$ cat config.mk
export PLATFORM = sky130hd
export DESIGN_NAME = indicator_pulse_and_led_ramp
export DESIGN_NICKNAME = d
export VERILOG_FILES = /design/src/sv/ipl_pkg.sv /design/src/sv/ipl_cfg.sv /design/src/sv/ipl_core.sv /design/src/sv/indicator_pulse_and_led_ramp.sv
export VERILOG_INCLUDE_DIRS = /design/src /design/src/sv
export SDC_FILE = /design/constraint.sdc
export NUM_CORES = 1
export LEC_CHECK = 0
export BUFFER_PORTS_ARGS = -buffer_cell sky130_fd_sc_hd__buf_2
export CAP_MARGIN = 20
export CORE_MARGIN = 2
export CORE_UTILIZATION = 46
export CTS_CLUSTER_DIAMETER = 50
export DETAILED_ROUTE_END_ITERATION = 8
export GPL_ROUTABILITY_DRIVEN = 0
export HOLD_SLACK_MARGIN = 0.15
export PLACE_DENSITY = 0.63
export RECOVER_POWER = 100
export SKIP_CTS_REPAIR_TIMING = 1
export SYNTH_ARGS = -nofsm -noshare
export SYNTH_HDL_FRONTEND = slang
export SYNTH_SLANG_ARGS = --single-unit
$ cat constraint.sdc
create_clock -name i_clk -period 5.4 [get_ports i_clk]
set_input_delay 1.08 -clock i_clk [delete_from_list [all_inputs] [get_ports i_clk]]
set_output_delay 1.08 -clock i_clk [all_outputs]
set_load 0.005 [all_outputs]
$ cat src/sv/assert_macros.svh
// Assertion macros shared by the core and top-level RTL files of the indicator block.
`ifndef ASSERT_MACROS_SVH
`define ASSERT_MACROS_SVH
`ifndef ASSERT_OFF
// Implication checked at every rising edge, disabled while reset is low.
`define ASSERT_CLK(label, clk, rst_n, prop) \
    label: assert property (@(posedge clk) disable iff (!rst_n) (prop)) \
        else $error("assertion failed: label");
// Condition that must hold at every rising edge outside reset.
`define ASSERT_ALWAYS(label, clk, rst_n, cond) \
    label: assert property (@(posedge clk) disable iff (!rst_n) (cond)) \
        else $error("assertion failed: label");
`else
`define ASSERT_CLK(label, clk, rst_n, prop)
`define ASSERT_ALWAYS(label, clk, rst_n, cond)
`endif
`endif

$ cat src/sv/ipl_pkg.sv
// Package with the item types, register codes and reset values of the indicator block.
package ipl_pkg;

    localparam int unsigned CfgIndexWidth = 3;
    localparam int unsigned CfgDataWidth  = 16;

    localparam logic [7:0]  WarmThresholdReset = 8'd70;
    localparam logic [7:0]  ColdThresholdReset = 8'd60;
    localparam logic [15:0] CooldownTicksReset = 16'd100;
    localparam logic [7:0]  BrightStepReset    = 8'd1;
    localparam logic [7:0]  BrightMaxReset     = 8'd255;

    typedef enum logic [CfgIndexWidth-1:0] {
        CFG_WARM_THRESHOLD = 3'd0,
        CFG_COLD_THRESHOLD = 3'd1,
        CFG_COOLDOWN_TICKS = 3'd2,
        CFG_BRIGHT_STEP    = 3'd3,
        CFG_BRIGHT_MAX     = 3'd4
    } t_cfg_index;

    typedef struct packed {
        logic [7:0] temperature;
        logic       cam_switch;
        logic       run_normal;
    } t_in_item;

    typedef struct packed {
        logic       warm_pulse;
        logic       cam_pulse;
        logic [7:0] green_level;
        logic [7:0] blue_level;
    } t_out_item;

    typedef struct packed {
        logic [7:0]  warm_threshold;
        logic [7:0]  cold_threshold;
        logic [15:0] cooldown_ticks;
        logic [7:0]  bright_step;
        logic [7:0]  bright_max;
    } t_cfg;

endpackage

$ cat src/sv/ipl_cfg.sv
// Configuration register file of the indicator block.
module ipl_cfg (
    input  logic                                i_clk,
    input  logic                                i_rst_n,
    input  logic                                i_cfg_valid,
    input  logic [ipl_pkg::CfgIndexWidth-1:0]   i_cfg_index,
    input  logic [ipl_pkg::CfgDataWidth-1:0]    i_cfg_data,
    output logic                                o_cfg_ready,
    output ipl_pkg::t_cfg                       o_cfg
);

    ipl_pkg::t_cfg r_cfg;
    ipl_pkg::t_cfg n_cfg;

    assign o_cfg_ready = 1'b1;
    assign o_cfg       = r_cfg;

    always_comb begin
        n_cfg = r_cfg;
        if (i_cfg_valid) begin
            case (ipl_pkg::t_cfg_index'(i_cfg_index))
                ipl_pkg::CFG_WARM_THRESHOLD: n_cfg.warm_threshold = i_cfg_data[7:0];
                ipl_pkg::CFG_COLD_THRESHOLD: n_cfg.cold_threshold = i_cfg_data[7:0];
                ipl_pkg::CFG_COOLDOWN_TICKS: n_cfg.cooldown_ticks = i_cfg_data;
                ipl_pkg::CFG_BRIGHT_STEP:    n_cfg.bright_step    = i_cfg_data[7:0];
                ipl_pkg::CFG_BRIGHT_MAX:     n_cfg.bright_max     = i_cfg_data[7:0];
                default:                     n_cfg = r_cfg;
            endcase
        end
    end

    always_ff @(posedge i_clk) begin
        if (!i_rst_n) begin
            r_cfg.warm_threshold <= ipl_pkg::WarmThresholdReset;
            r_cfg.cold_threshold <= ipl_pkg::ColdThresholdReset;
            r_cfg.cooldown_ticks <= ipl_pkg::CooldownTicksReset;
            r_cfg.bright_step    <= ipl_pkg::BrightStepReset;
            r_cfg.bright_max     <= ipl_pkg::BrightMaxReset;
        end else begin
            r_cfg <= n_cfg;
        end
    end

endmodule

$ cat src/sv/ipl_core.sv
// Tick state of the indicator block: hysteresis, cam edge with cooldown, and ramps.
`include "assert_macros.svh"

module ipl_core (
    input  logic                i_clk,
    input  logic                i_rst_n,
    input  logic                i_step,
    input  ipl_pkg::t_in_item   i_item,
    input  ipl_pkg::t_cfg       i_cfg,
    output ipl_pkg::t_out_item  o_result
);

    logic        r_warm;
    logic        r_cam_prev;
    logic [15:0] r_count;
    logic [7:0]  r_green;
    logic [7:0]  r_blue;
    logic        r_wp;
    logic        r_cp;

    logic        n_warm;
    logic        n_cam_prev;
    logic [15:0] n_count;
    logic [7:0]  n_green;
    logic [7:0]  n_blue;
    logic        n_wp;
    logic        n_cp;

    function automatic logic [7:0] ramp_up(input logic [7:0] level,
                                           input logic [7:0] step,
                                           input logic [7:0] max_level);
        logic [8:0] sum;
        sum = {1'b0, level} + {1'b0, step};
        if (level >= max_level || sum > {1'b0, max_level}) begin
            return max_level;
        end
        return sum[7:0];
    endfunction

    function automatic logic [7:0] ramp_down(input logic [7:0] level,
                                             input logic [7:0] step);
        return (level > step) ? (level - step) : 8'd0;
    endfunction

    always_comb begin
        n_warm     = r_warm;
        n_cam_prev = r_cam_prev;
        n_count    = r_count;
        n_green    = r_green;
        n_blue     = r_blue;
        n_wp       = r_wp;
        n_cp       = r_cp;
        if (i_item.run_normal) begin
            if (!r_warm) begin
                if (i_item.temperature >= i_cfg.warm_threshold) begin
                    n_warm = 1'b1;
                    n_wp   = 1'b1;
                end
            end else begin
                n_wp = 1'b0;
                if (i_item.temperature <= i_cfg.cold_threshold) begin
                    n_warm = 1'b0;
                end
            end

            n_cp = 1'b0;
            if (r_count >= i_cfg.cooldown_ticks) begin
                if (i_item.cam_switch && !r_cam_prev) begin
                    n_cp    = 1'b1;
                    n_count = '0;
                end
            end else begin
                n_count = r_count + 16'd1;
            end
            n_cam_prev = i_item.cam_switch;

            if (!n_warm || i_item.cam_switch) begin
                n_green = ramp_down(r_green, i_cfg.bright_step);
            end else begin
                n_green = ramp_up(r_green, i_cfg.bright_step, i_cfg.bright_max);
            end

            if (i_item.cam_switch) begin
                n_blue = ramp_up(r_blue, i_cfg.bright_step, i_cfg.bright_max);
            end else begin
                n_blue = ramp_down(r_blue, i_cfg.bright_step);
            end
        end
    end

    always_comb begin
        o_result.warm_pulse  = n_wp;
        o_result.cam_pulse   = n_cp;
        o_result.green_level = n_green;
        o_result.blue_level  = n_blue;
    end

    always_ff @(posedge i_clk) begin
        if (!i_rst_n) begin
            r_warm     <= 1'b0;
            r_cam_prev <= 1'b0;
            r_count    <= ipl_pkg::CooldownTicksReset;
            r_green    <= '0;
            r_blue     <= '0;
            r_wp       <= 1'b0;
            r_cp       <= 1'b0;
        end else if (i_step) begin
            r_warm     <= n_warm;
            r_cam_prev <= n_cam_prev;
            r_count    <= n_count;
            r_green    <= n_green;
            r_blue     <= n_blue;
            r_wp       <= n_wp;
            r_cp       <= n_cp;
        end
    end

    // A warm pulse is only ever raised together with the warm state.
    `ASSERT_ALWAYS(a_pulse_implies_warm, i_clk, i_rst_n, (!r_wp || r_warm))
    // A cam pulse restarts the cooldown count.
    `ASSERT_CLK(a_cam_restarts_count, i_clk, i_rst_n, (i_step && n_cp) |=> (r_count == '0))
    // Hold mode leaves every state element untouched.
    `ASSERT_CLK(a_hold_keeps_state, i_clk, i_rst_n, (i_step && !i_item.run_normal) |=> ($stable(r_green) && $stable(r_blue) && $stable(r_warm) && $stable(r_count)))
    // State moves only when an item is processed.
    `ASSERT_CLK(a_idle_keeps_count, i_clk, i_rst_n, (!i_step) |=> ($stable(r_count) && $stable(r_cam_prev)))

endmodule

$ cat src/sv/indicator_pulse_and_led_ramp.sv
// Top level of the indicator block: handshakes, item register and result register.
// Each item is one tick of a temperature hysteresis with a warm pulse, a cam-switch
// edge detector with a cooldown count, and two saturating brightness ramps (green
// and blue). The block takes one item per clock cycle for as long as results are
// taken: an item waits in the input register, its tick is evaluated there by a
// single pass of compares, 9-bit ramp adds and a 16-bit count increment against the
// stored state, and its result is written into the output register in the same
// cycle the state updates. While the result register holds an untaken result the
// input register still accepts one more item; after that o_in_ready drops until
// the output side takes its result. Configuration writes are accepted in every
// cycle and should only be made while no item is in flight.
`include "assert_macros.svh"

module indicator_pulse_and_led_ramp (
    input  logic                                i_clk,
    input  logic                                i_rst_n,

    input  logic                                i_in_valid,
    output logic                                o_in_ready,
    input  ipl_pkg::t_in_item                   i_in,

    output logic                                o_out_valid,
    input  logic                                i_out_ready,
    output ipl_pkg::t_out_item                  o_out,

    input  logic                                i_cfg_valid,
    output logic                                o_cfg_ready,
    input  logic [ipl_pkg::CfgIndexWidth-1:0]   i_cfg_index,
    input  logic [ipl_pkg::CfgDataWidth-1:0]    i_cfg_data
);

    ipl_pkg::t_cfg      cfg;
    ipl_pkg::t_out_item result;

    logic               r_in_valid;
    ipl_pkg::t_in_item  r_in;
    logic               r_out_valid;
    ipl_pkg::t_out_item r_out;

    logic               advance;

    // The item in the input register moves on when the result register is
    // empty or its result is being taken in this cycle.
    assign advance    = r_in_valid && (!r_out_valid || i_out_ready);
    assign o_in_ready = !r_in_valid || advance;

    assign o_out_valid = r_out_valid;
    assign o_out       = r_out;

    ipl_cfg u_cfg (
        .i_clk       (i_clk),
        .i_rst_n     (i_rst_n),
        .i_cfg_valid (i_cfg_valid),
        .i_cfg_index (i_cfg_index),
        .i_cfg_data  (i_cfg_data),
        .o_cfg_ready (o_cfg_ready),
        .o_cfg       (cfg)
    );

    ipl_core u_core (
        .i_clk    (i_clk),
        .i_rst_n  (i_rst_n),
        .i_step   (advance),
        .i_item   (r_in),
        .i_cfg    (cfg),
        .o_result (result)
    );

    always_ff @(posedge i_clk) begin
        if (!i_rst_n) begin
            r_in_valid <= 1'b0;
        end else if (o_in_ready) begin
            r_in_valid <= i_in_valid;
        end
    end

    always_ff @(posedge i_clk) begin
        if (i_in_valid && o_in_ready) begin
            r_in <= i_in;
        end
    end

    always_ff @(posedge i_clk) begin
        if (!i_rst_n) begin
            r_out_valid <= 1'b0;
        end else if (advance) begin
            r_out_valid <= 1'b1;
        end else if (i_out_ready) begin
            r_out_valid <= 1'b0;
        end
    end

    always_ff @(posedge i_clk) begin
        if (advance) begin
            r_out <= result;
        end
    end

    // An item never leaves the input register into a full, stalled result register.
    `ASSERT_ALWAYS(a_no_overwrite, i_clk, i_rst_n, (!advance || !r_out_valid || i_out_ready))
    // Every processed item shows up as a valid result in the next cycle.
    `ASSERT_CLK(a_step_gives_result, i_clk, i_rst_n, advance |=> r_out_valid)
    // A stalled input register keeps its item.
    `ASSERT_CLK(a_item_held, i_clk, i_rst_n, (r_in_valid && !advance) |=> (r_in_valid && $stable(r_in)))

endmodule

==> results of run 1 <==
[worst register-to-register path, cell delays in order (launching register included)]
cell and delay, ps:
dfxtp_1 490, inv_1 200, ha_1 360, nor2b_1 120, o21bai_1 80, o311ai_0 510, o31ai_1 150, xnor2_1 220
inv_1 70, ha_1 310, nand4_1 90, or2_2 270, o211ai_1 180, nand3_1 420, mux2i_1 270, a2bb2oi_1 250
a21oi_1 100
[layout make-up]
cell class                      instances  area [um2]  area share (%)
Inverter                               73         274            3.14
Clock buffer                           19         443            5.07
Sequential cell                       114        2560            29.3
Tap cell                              220         275            3.15
Multi-Input combinational cell        665        4720            54.0
Clock inverter                         13         184            2.11
Timing Repair Buffer                   58         278            3.18
[cell families (layout without fill, tap and decap cells)]
| family | count (synthesis) | in the layout | share of synthesized area [%] |
|---|---|---|---|
| AND/OR/NAND/NOR | 270 | 270 | 16.1 |
| AO/OA/AOI/OAI | 256 | 256 | 24.1 |
| flip-flops | 114 | 114 | 33.0 |
| buffers and inverters | 112 | 163 | 5.83 |
| adder cells (fa/ha/maj) | 101 | 101 | 16.6 |
| XOR/XNOR | 30 | 30 | 3.38 |
| multiplexers | 7 | 7 | 0.917 |
| other | 1 | 1 | 0.0482 |
[stage by stage]
step,area [um2],std cells,setup slack (ps),power [W],hold slack (ps)
floorplan,7770,891,1860,0.00123,443
global placement,8180,1130,1600,0.00136,451
detailed placement,8180,1130,1440,0.00136,457
CTS,8800,1162,1410,0.00256,465
global route,8740,1162,608,0.00265,487
finish,8740,1162,1050,0.00255,465
[metal layers]
metal  vias to the layer above  wire [um]  track usage (%)
met4                         0        810             11.5
met5                         -          0                0
met2                       253       9370             37.8
li1                       3253          -                -
met1                      3082      10000             33.1
met3                        52       1240             5.22
[sequential cells by signal, indices dropped and copies added, names as in the netlist]
register           flops
u_cfg.o_cfg           48
u_core.r_count        16
u_core.r_green         8
u_core.r_warm          1
o_out                 18
o_out_valid            1
u_core.r_blue          8
r_in                  10
u_core.r_wp            1
r_in_valid             1
u_core.r_cp            1
u_core.r_cam_prev      1
[power groups by stage]
stage | combinational, W | sequential [W] | clock [W]
after floorplan | 0.000284 | 0.000951 | 0
after global placement | 0.000395 | 0.000964 | 0
after detailed placement | 0.000397 | 0.000964 | 0
after CTS | 0.000401 | 0.000947 | 0.00122
after global routing | 0.000441 | 0.000951 | 0.00125
final | 0.000400 | 0.000948 | 0.00120
[cells in the final DEF, fill, tap and decap left out, types with 5 or more instances in the layout]
cell type  instances
o21a_1            12
a21boi_0          31
nand2_1          109
a2bb2oi_1          5
o31ai_1            5
a211o_1            6
o211ai_1          23
a21oi_1           40
nor2b_1           16
dfxtp_1           86
a21o_1            10
mux2i_1            6
nand4_1           17
xnor2_1           22
o21bai_1           5
a31oi_1           15
and3_1             8
inv_1             73
clkbuf_1          16
ha_1              97
o21ai_0           44
xor2_1             8
nand2b_1          11
nor2_1            69
buf_2             39
a211oi_1          14
edfxtp_1          28
clkbuf_16         17
nand3_1           17
[path summary, 6_finish.rpt]
kind | to | slack, ps | cells after the start
max | o_out[11] | 1050 | 16
min | u_cfg.o_cfg[43] | 470 | 2
max reg2reg | o_out[11] | 1050 | 16
min reg2reg | u_cfg.o_cfg[43] | 470 | 2
==> flow_metrics.env, run 1 <==
export IMPL_p_switching_w=0.000696
export IMPL_synth_cell_types=78
export IMPL_start_util_pct=47.0
export IMPL_p_int_w=0.00185
export IMPL_arrival_ps=4490
export IMPL_seq_area_frac_synth_pct=33.0
export IMPL_root_buffer="clkbuf_16"
export IMPL_clkTransAtPathRegs_ps=60
export IMPL_syn_area_per_cell_um2=8.72
export IMPL_ios=55
export IMPL_die_h_um=134
export IMPL_power_clock_fraction_pct=47.1
export IMPL_worst_path_buf_inv=2
export IMPL_via_per_inst=5.71
export IMPL_syn_area_um2=7770
export IMPL_cts_tree="yes"
export IMPL_dr_first_iter_drc_count=594
export IMPL_gr_total_overflow=0
export IMPL_synth_common_cells="109 x nand2_1, 97 x ha_1, 86 x dfxtp_1, 72 x inv_1, 70 x nor2_1"
export IMPL_run_status="complete, but fails checks"
export IMPL_synth_top_cells_by_area="dfxtp_1 22%, ha_1 16%, edfxtp_1 11%"
export IMPL_wl_per_cell_um=18.4
export IMPL_worst_pin_slew_ps=2030
export IMPL_p_comb_share_pct=15.7
export IMPL_grt_pass1_vias=6376
export IMPL_irDropWorstVdd_mv=0.296
export IMPL_switching_share_pct=27.3
export IMPL_fin_crit_ps=4350
export IMPL_numCtsBuffers=17
export IMPL_fin_skew_ps=13.5
export IMPL_final_max_slew_viol_count=50
export IMPL_powerDensity_nw_per_um2=292
export IMPL_worstSetupEndpointType="flip-flop"
export IMPL_drt_pre_antenna_iters=5
export IMPL_yosysTopAreaCell="dfxtp_1"
export IMPL_setup_worst_path_start_class="flip-flop"
export IMPL_n_antenna_cell=0
export IMPL_num_rows=47
export IMPL_drv_cap=1
export IMPL_synth_top_area_share_pct=22.1
export IMPL_crit_path_cell_trace="inv_1, ha_1, nor2b_1, o21bai_1, o311ai_0, o31ai_1, xnor2_1, inv_1, ha_1, nand4_1, or2_2, o211ai_1, nand3_1, mux2i_1, a2bb2oi_1, a21oi_1"
export IMPL_hold_start="u_cfg.o_cfg[43]"
export IMPL_yosysMostFrequentCell="nand2_1"
export IMPL_die_w_um=134
export IMPL_max_slew_margin_rel_pct=-35.5
export IMPL_fillers=1584
export IMPL_nNetsFinal=1064
export IMPL_hp_class="flip-flop to flip-flop"
export IMPL_critical_path_startpoint="u_cfg.o_cfg[9]"
export IMPL_clkLatencyLatePin_ps=430
export IMPL_reg2reg_from="u_cfg.o_cfg[9]"
export IMPL_synth_ff_latch_count=114
export IMPL_drc=0
export IMPL_ant_nets=0
export IMPL_synth_cells=891
export IMPL_grtUsageTotal_pct=24.6
export IMPL_rsz0062_at_grt="false"
export IMPL_synth_edf_count=28
export IMPL_grt_pass1_wl_um=33900
export IMPL_syn_num_nets=1026
export IMPL_dr_total_vias=6640
export IMPL_hold_viol_final=0
export IMPL_fmax_mhz=230
export IMPL_grt_antenna_before_repair=0
export IMPL_cp_top_family="compound AO/OA/AOI/OAI gates"
export IMPL_fin_crit_sh_pct=80.5
export IMPL_cts_htree_levels=4
export IMPL_grt_max_degree=50
export IMPL_violations="capacitance limit, slew limit"
export IMPL_cp_slowest_cell="o311ai_0"
export IMPL_post_dp_hpwl_um=16000
export IMPL_leakage_nw=3.71
export IMPL_layout_drive_gt1_share_pct=9.98
export IMPL_critPathRequiredTime_ps=5550
export IMPL_seqPwrFrac_pct=37.2
export IMPL_yosysWarnings=0
export IMPL_core_area_um2=16500
export IMPL_clkSinkCount=114
export IMPL_drt_wl_total_um=21400
export IMPL_final_setup_tns_ps=0
export IMPL_finalSetupViolCount=0
export IMPL_ys_async_sr_fraction_pct=0
export IMPL_crit_type="flip-flop to flip-flop"
export IMPL_max_stage_delay_ps=510
export IMPL_finish_utilization_pct=52.9
export IMPL_cts_max_path_buffers=2
export IMPL_dieArea_um2=18000
export IMPL_cp_max_fo=8
export IMPL_area_growth_syn_to_layout_pct=12.4
export IMPL_synth_top_flop_cell="dfxtp_1"
export IMPL_portBuffers=53
Note: power is estimated with default switching activity, not from simulation.
==> run 2: changes to the inputs <==
Clock period 5.4 ns to 4.5 ns, I/O delays scaled along.
==> run 2 against run 1 <==
  * The run still ends with capacitance limit, slew limit left
  * First-iteration DRC count is 0.17% lower
  * Combinational power increased by 18%
  * Via count shrank 1.8%
  * Clock skew is 3.3 ps lower
  * Critical path type unchanged
  * Count of clock-buffer cells in the layout is 3 higher
  * Critical path depth shrank 1
  * Clock power grew 11%
  * Flip-flop and latch count stayed put
==> flow_metrics.env, run 2 (synthesis results as in run 1) <==
export IMPL_start_util_pct=47.0
export IMPL_worstSetupEndpointType="flip-flop"
export IMPL_switching_share_pct=27.8
export IMPL_numCtsBuffers=17
export IMPL_core_area_um2=16500
export IMPL_worst_pin_slew_ps=2610
export IMPL_hp_class="flip-flop to flip-flop"
export IMPL_hold_viol_final=0
export IMPL_drt_wl_total_um=20500
export IMPL_run_status="complete, but fails checks"
export IMPL_layout_drive_gt1_share_pct=10.9
export IMPL_cts_htree_levels=4
export IMPL_wl_met1_um=9770
export IMPL_powerDensity_nw_per_um2=336
export IMPL_max_slew_margin_rel_pct=-73.7
export IMPL_dr_total_vias=6523
export IMPL_irDropWorstVdd_mv=0.275
export IMPL_crit_path_cell_trace="inv_1, ha_1, nand2b_1, a221oi_4, nor2_1, o21bai_1, xnor2_1, ha_1, o21a_1, o21a_1, o22ai_1, o221a_4, and2_0, a311oi_1, a21oi_1"
export IMPL_clkSinkCount=114
export IMPL_finalSetupViolCount=0
export IMPL_grt_antenna_before_repair=0
export IMPL_drt_pre_antenna_iters=5
export IMPL_fin_crit_ps=4010
export IMPL_grt_max_degree=62
export IMPL_met2_length_um=9030
export IMPL_violations="capacitance limit, slew limit"
export IMPL_arrival_ps=4150
export IMPL_cp_max_fo=9
export IMPL_worst_path_buf_inv=1
export IMPL_cp_slowest_cell="a311oi_1"
export IMPL_final_cells=1167
export IMPL_ios=55
export IMPL_post_place_cells=1135
export IMPL_dr_first_iter_drc_count=593
export IMPL_mostFrequentLayoutCell="nand2_1"
export IMPL_post_route_cell_area_um2=8750
export IMPL_p_comb_share_pct=16.1
export IMPL_dieArea_um2=18000
export IMPL_fin_skew_ps=10.2
export IMPL_fin_crit_sh_pct=89.1
export IMPL_rsz0062_at_grt="false"
export IMPL_wl_met3_um=1140
export IMPL_power_clock_fraction_pct=45.3
export IMPL_grt_pass1_vias=6116
export IMPL_clkLatencyLatePin_ps=420
export IMPL_largest_register_ffs=48
export IMPL_cts_tree="yes"
export IMPL_die_h_um=134
export IMPL_p_switching_w=0.000819
export IMPL_leakage_nw=3.73
export IMPL_ant_nets=0
export IMPL_critPathRequiredTime_ps=4640
export IMPL_die_w_um=134
export IMPL_seqPwrFrac_pct=38.7
export IMPL_grtUsageTotal_pct=23.8
export IMPL_cts_max_path_buffers=2
export IMPL_mostFrequentLayoutCells="109 x nand2_1, 97 x ha_1, 86 x dfxtp_1, 72 x inv_1, 69 x nor2_1"
export IMPL_drv_cap=1
export IMPL_num_rows=47
export IMPL_rrSetupSlack_ps=490
export IMPL_p_int_w=0.00212
export IMPL_cp_top_family="compound AO/OA/AOI/OAI gates"
export IMPL_area_growth_syn_to_layout_pct=12.5
export IMPL_via_per_inst=5.59
export IMPL_nNetsFinal=1069
export IMPL_crit_type="flip-flop to flip-flop"
export IMPL_post_dp_hpwl_um=15700
export IMPL_setup_worst_path_start_class="flip-flop"
export IMPL_grt_pass1_wl_um=32900
export IMPL_top_layer="met4"
export IMPL_portBuffers=53
export IMPL_root_buffer="clkbuf_16"
export IMPL_clkTransAtPathRegs_ps=60
export IMPL_final_setup_tns_ps=0
export IMPL_n_antenna_cell=0
export IMPL_drc=0
export IMPL_gr_total_overflow=0
export IMPL_max_stage_delay_ps=580
export IMPL_postPlaceCellArea_um2=8210
export IMPL_final_max_slew_viol_count=62
export IMPL_wl_per_cell_um=17.6
export IMPL_fmax_mhz=249
[run 2: cell types whose count changed in the layout (fill, tap and decap cells not counted), moves of 2 or more]
cell        change
bufinv_16       -3
clkbuf_1        -2
buf_2           +4
buf_4           +4
clkinv_4        +2
clkinvlp_4      -2
clkbuf_8        +2
[run 2: metrics by stage]
stage	total power (W)	setup WS [ps]	hold WS, ps	util, %
after floorplan	0.00148	956	443	-
after global placement	0.00163	589	454	49.7
after detailed placement	0.00163	563	461	49.7
after CTS	0.00297	553	469	53.3
after global routing	0.00306	137	493	52.9
final	0.00294	489	466	52.9
[run 2: area by class of cell]
class / count / area, um2
Fill cell: 1562 / 7780
Timing Repair Buffer: 63 / 317
Clock buffer: 22 / 495
Sequential cell: 114 / 2560
Inverter: 73 / 274
Clock inverter: 10 / 97.6
Multi-Input combinational cell: 665 / 4720
Tap cell: 220 / 275
[run 2: tightest hold or removal path, delay by kind of cell, from the launching register on]
family | cells | cell delay [ps]
flops | 1 | 300
compound gates | 1 | 60
simple gates | 1 | 50
[run 2: layer usage]
| layer | global-route usage (%) | up-vias |
|---|---|---|
| li1 | - | 3266 |
| met1 | 33.1 | 3021 |
| met2 | 36.6 | 195 |
| met5 | 0 | - |
| met4 | 9.46 | 0 |
| met3 | 4.31 | 41 |
[run 2: power by group through the flow]
stage / sequential [W] / combinational, W / clock [W]
final: 0.00114 / 0.000473 / 0.00133
after global routing: 0.00114 / 0.000527 / 0.00140
after CTS: 0.00114 / 0.000477 / 0.00135
after detailed placement: 0.00116 / 0.000474 / 0
after global placement: 0.00116 / 0.000474 / 0
after floorplan: 0.00114 / 0.000340 / 0
[run 2: final timing paths]
check             cells past startpoint            start         endpoint
setup / recovery                     15  u_cfg.o_cfg[10]         o_out[6]
hold / removal                        2  u_cfg.o_cfg[43]  u_cfg.o_cfg[43]
setup reg to reg                     15  u_cfg.o_cfg[10]         o_out[6]
hold reg to reg                       2  u_cfg.o_cfg[43]  u_cfg.o_cfg[43]
==> run 3: changes to the inputs <==
Settings changed: PLACE_DENSITY 0.63 to unset.
==> run 3 against run 2 <==
  * The run still ends with capacitance limit, slew limit left
  * Global-route usage increased by 0.23 points
  * Non-clock buffer count decreased by 3
  * Clock power decreased by 4%
  * Utilization decreased by 0.42 points
  * Die area unchanged
  * Power decreased by 2.1%
  * Flip-flop and latch count unchanged
  * First-iteration DRC count decreased by 5.2%
  * Worst hold slack got worse by 0.66 ps
  * Clock skew about the same
  * Critical endpoint is now o_out[13]
  * Highest routed layer unchanged
==> flow_metrics.env, run 3 (synthesis results as in run 1) <==
export IMPL_mostFrequentLayoutCells="109 x nand2_1, 97 x ha_1, 86 x dfxtp_1, 72 x inv_1, 69 x nor2_1"
export IMPL_finalSetupViolCount=0
export IMPL_root_buffer="clkbuf_16"
export IMPL_ant_nets=0
export IMPL_fin_crit_ps=4110
export IMPL_met2_length_um=9120
export IMPL_nNetsFinal=1066
export IMPL_gr_total_overflow=0
export IMPL_fmax_mhz=243
export IMPL_cts_max_path_buffers=2
export IMPL_crit_reg2reg_capture="o_out[13]"
export IMPL_wl_met3_um=1080
export IMPL_final_setup_tns_ps=0
export IMPL_setup_ws_ps=388
export IMPL_dr_first_iter_drc_count=562
export IMPL_die_h_um=134
export IMPL_max_slew_margin_rel_pct=-32.8
export IMPL_reg2reg_depth=16
export IMPL_area_growth_syn_to_layout_pct=11.6
export IMPL_drt_wl_total_um=20700
export IMPL_power_w=0.00288
export IMPL_drv_cap=1
export IMPL_crit_type="flip-flop to flip-flop"
export IMPL_top_layer="met4"
export IMPL_rrSetupSlack_ps=390
export IMPL_grt_pass1_wl_um=33400
export IMPL_setup_worst_path_start_class="flip-flop"
export IMPL_fin_crit_sh_pct=91.4
export IMPL_worst_pin_slew_ps=1990
export IMPL_core_area_um2=16500
export IMPL_grt_pass1_vias=6087
export IMPL_irDropWorstVdd_mv=0.321
export IMPL_num_rows=47
export IMPL_post_place_cells=1132
export IMPL_rsz0062_at_grt="false"
export IMPL_clkTransAtPathRegs_ps=60
export IMPL_grt_max_degree=49
export IMPL_arrival_ps=4250
export IMPL_dieArea_um2=18000
export IMPL_final_max_slew_viol_count=49
export IMPL_regArea_um2=2560
export IMPL_drc=0
export IMPL_start_util_pct=47.0
export IMPL_cts_htree_levels=4
export IMPL_fin_skew_ps=9.79
export IMPL_hp_class="flip-flop to flip-flop"
export IMPL_hold_end="u_cfg.o_cfg[29]"
export IMPL_mostFrequentLayoutCell="nand2_1"
export IMPL_wl_per_cell_um=17.8
export IMPL_reg2reg_from="u_cfg.o_cfg[9]"
export IMPL_multi_input_area_um2=4710
export IMPL_worstHoldPathCells=2
export IMPL_finish_utilization_pct=52.5
export IMPL_hold_start="u_cfg.o_cfg[29]"
export IMPL_grtUsageTotal_pct=24.0
export IMPL_powerDensity_nw_per_um2=332
export IMPL_portBuffers=53
export IMPL_hold_viol_final=0
export IMPL_numCtsBuffers=17
export IMPL_ios=55
export IMPL_drt_pre_antenna_iters=5
export IMPL_worstSetupEndpointType="flip-flop"
export IMPL_clkLatencyLatePin_ps=420
export IMPL_dr_total_vias=6499
export IMPL_leakage_nw=3.69
export IMPL_final_cells=1164
export IMPL_via_per_inst=5.58
export IMPL_pre_cts_ws_ps=507
export IMPL_grt_antenna_before_repair=0
export IMPL_wl_met1_um=10200
export IMPL_die_w_um=134
export IMPL_layout_drive_gt1_share_pct=10.3
export IMPL_cp_max_fo=8
export IMPL_largest_register_ffs=48
export IMPL_n_antenna_cell=0
export IMPL_cts_tree="yes"
export IMPL_post_dp_hpwl_um=15700
export IMPL_run_status="complete, but fails checks"
export IMPL_critPathRequiredTime_ps=4630
export IMPL_clkSinkCount=114
export IMPL_fillers=1542
export IMPL_violations="capacitance limit, slew limit"
==> run 3: per-stage QoR <==
stage               cell area, um2  hold WS, ps
global route                  8680          494
finish                        8680          465
CTS                           8750          467
detailed placement            8190          459
global placement              8190          452
floorplan                     7770          443
==> run 3: cell type report <==
type | count | area share, %
Inverter | 73 | 3.16
Sequential cell | 114 | 29.5
Multi-Input combinational cell | 665 | 54.3
Timing Repair Buffer | 60 | 3.32
Clock inverter | 13 | 1.14
Clock buffer | 19 | 5.35
Tap cell | 220 | 3.17
==> run 3: worst max path at each step <==
stage | slack, ps | from | endpoint
floorplan | 960 | u_cfg.o_cfg[9] | o_out[7]
global placement | 660 | u_cfg.o_cfg[9] | o_out[5]
detailed placement | 510 | u_cfg.o_cfg[9] | o_out[11]
CTS | 450 | u_cfg.o_cfg[9] | o_out[11]
global route | 120 | u_cfg.o_cfg[9] | o_out[11]
finish | 390 | u_cfg.o_cfg[9] | o_out[13]
==> run 3: routing by layer <==
layer	global-route usage (%)	up-vias
met5	0	-
met4	6.32	0
met2	36.9	183
met3	4.27	22
li1	-	3266
met1	34.9	3028
==> run 3: critical path, cell delays in order, from the launching register on <==
cell and delay [ps]:
dfxtp_1 490, inv_1 210, ha_1 350, nor2b_1 120, o21bai_1 90, o311ai_1 430
o31ai_1 140, xnor2_1 220, inv_1 70, ha_1 320, nand4_1 100, or2_2 290
o211ai_1 230, nand3_4 220, mux2i_1 230, a2bb2oi_1 210, a21oi_1 100
==> run 3: power by group <==
group | internal (W) | total, W | switching (W)
clock network | 0.000756 | 0.00128 | 0.000523
registers | 0.00110 | 0.00114 | 0.0000411
logic | 0.000183 | 0.000464 | 0.000281
total | 0.00204 | 0.00288 | 0.000845
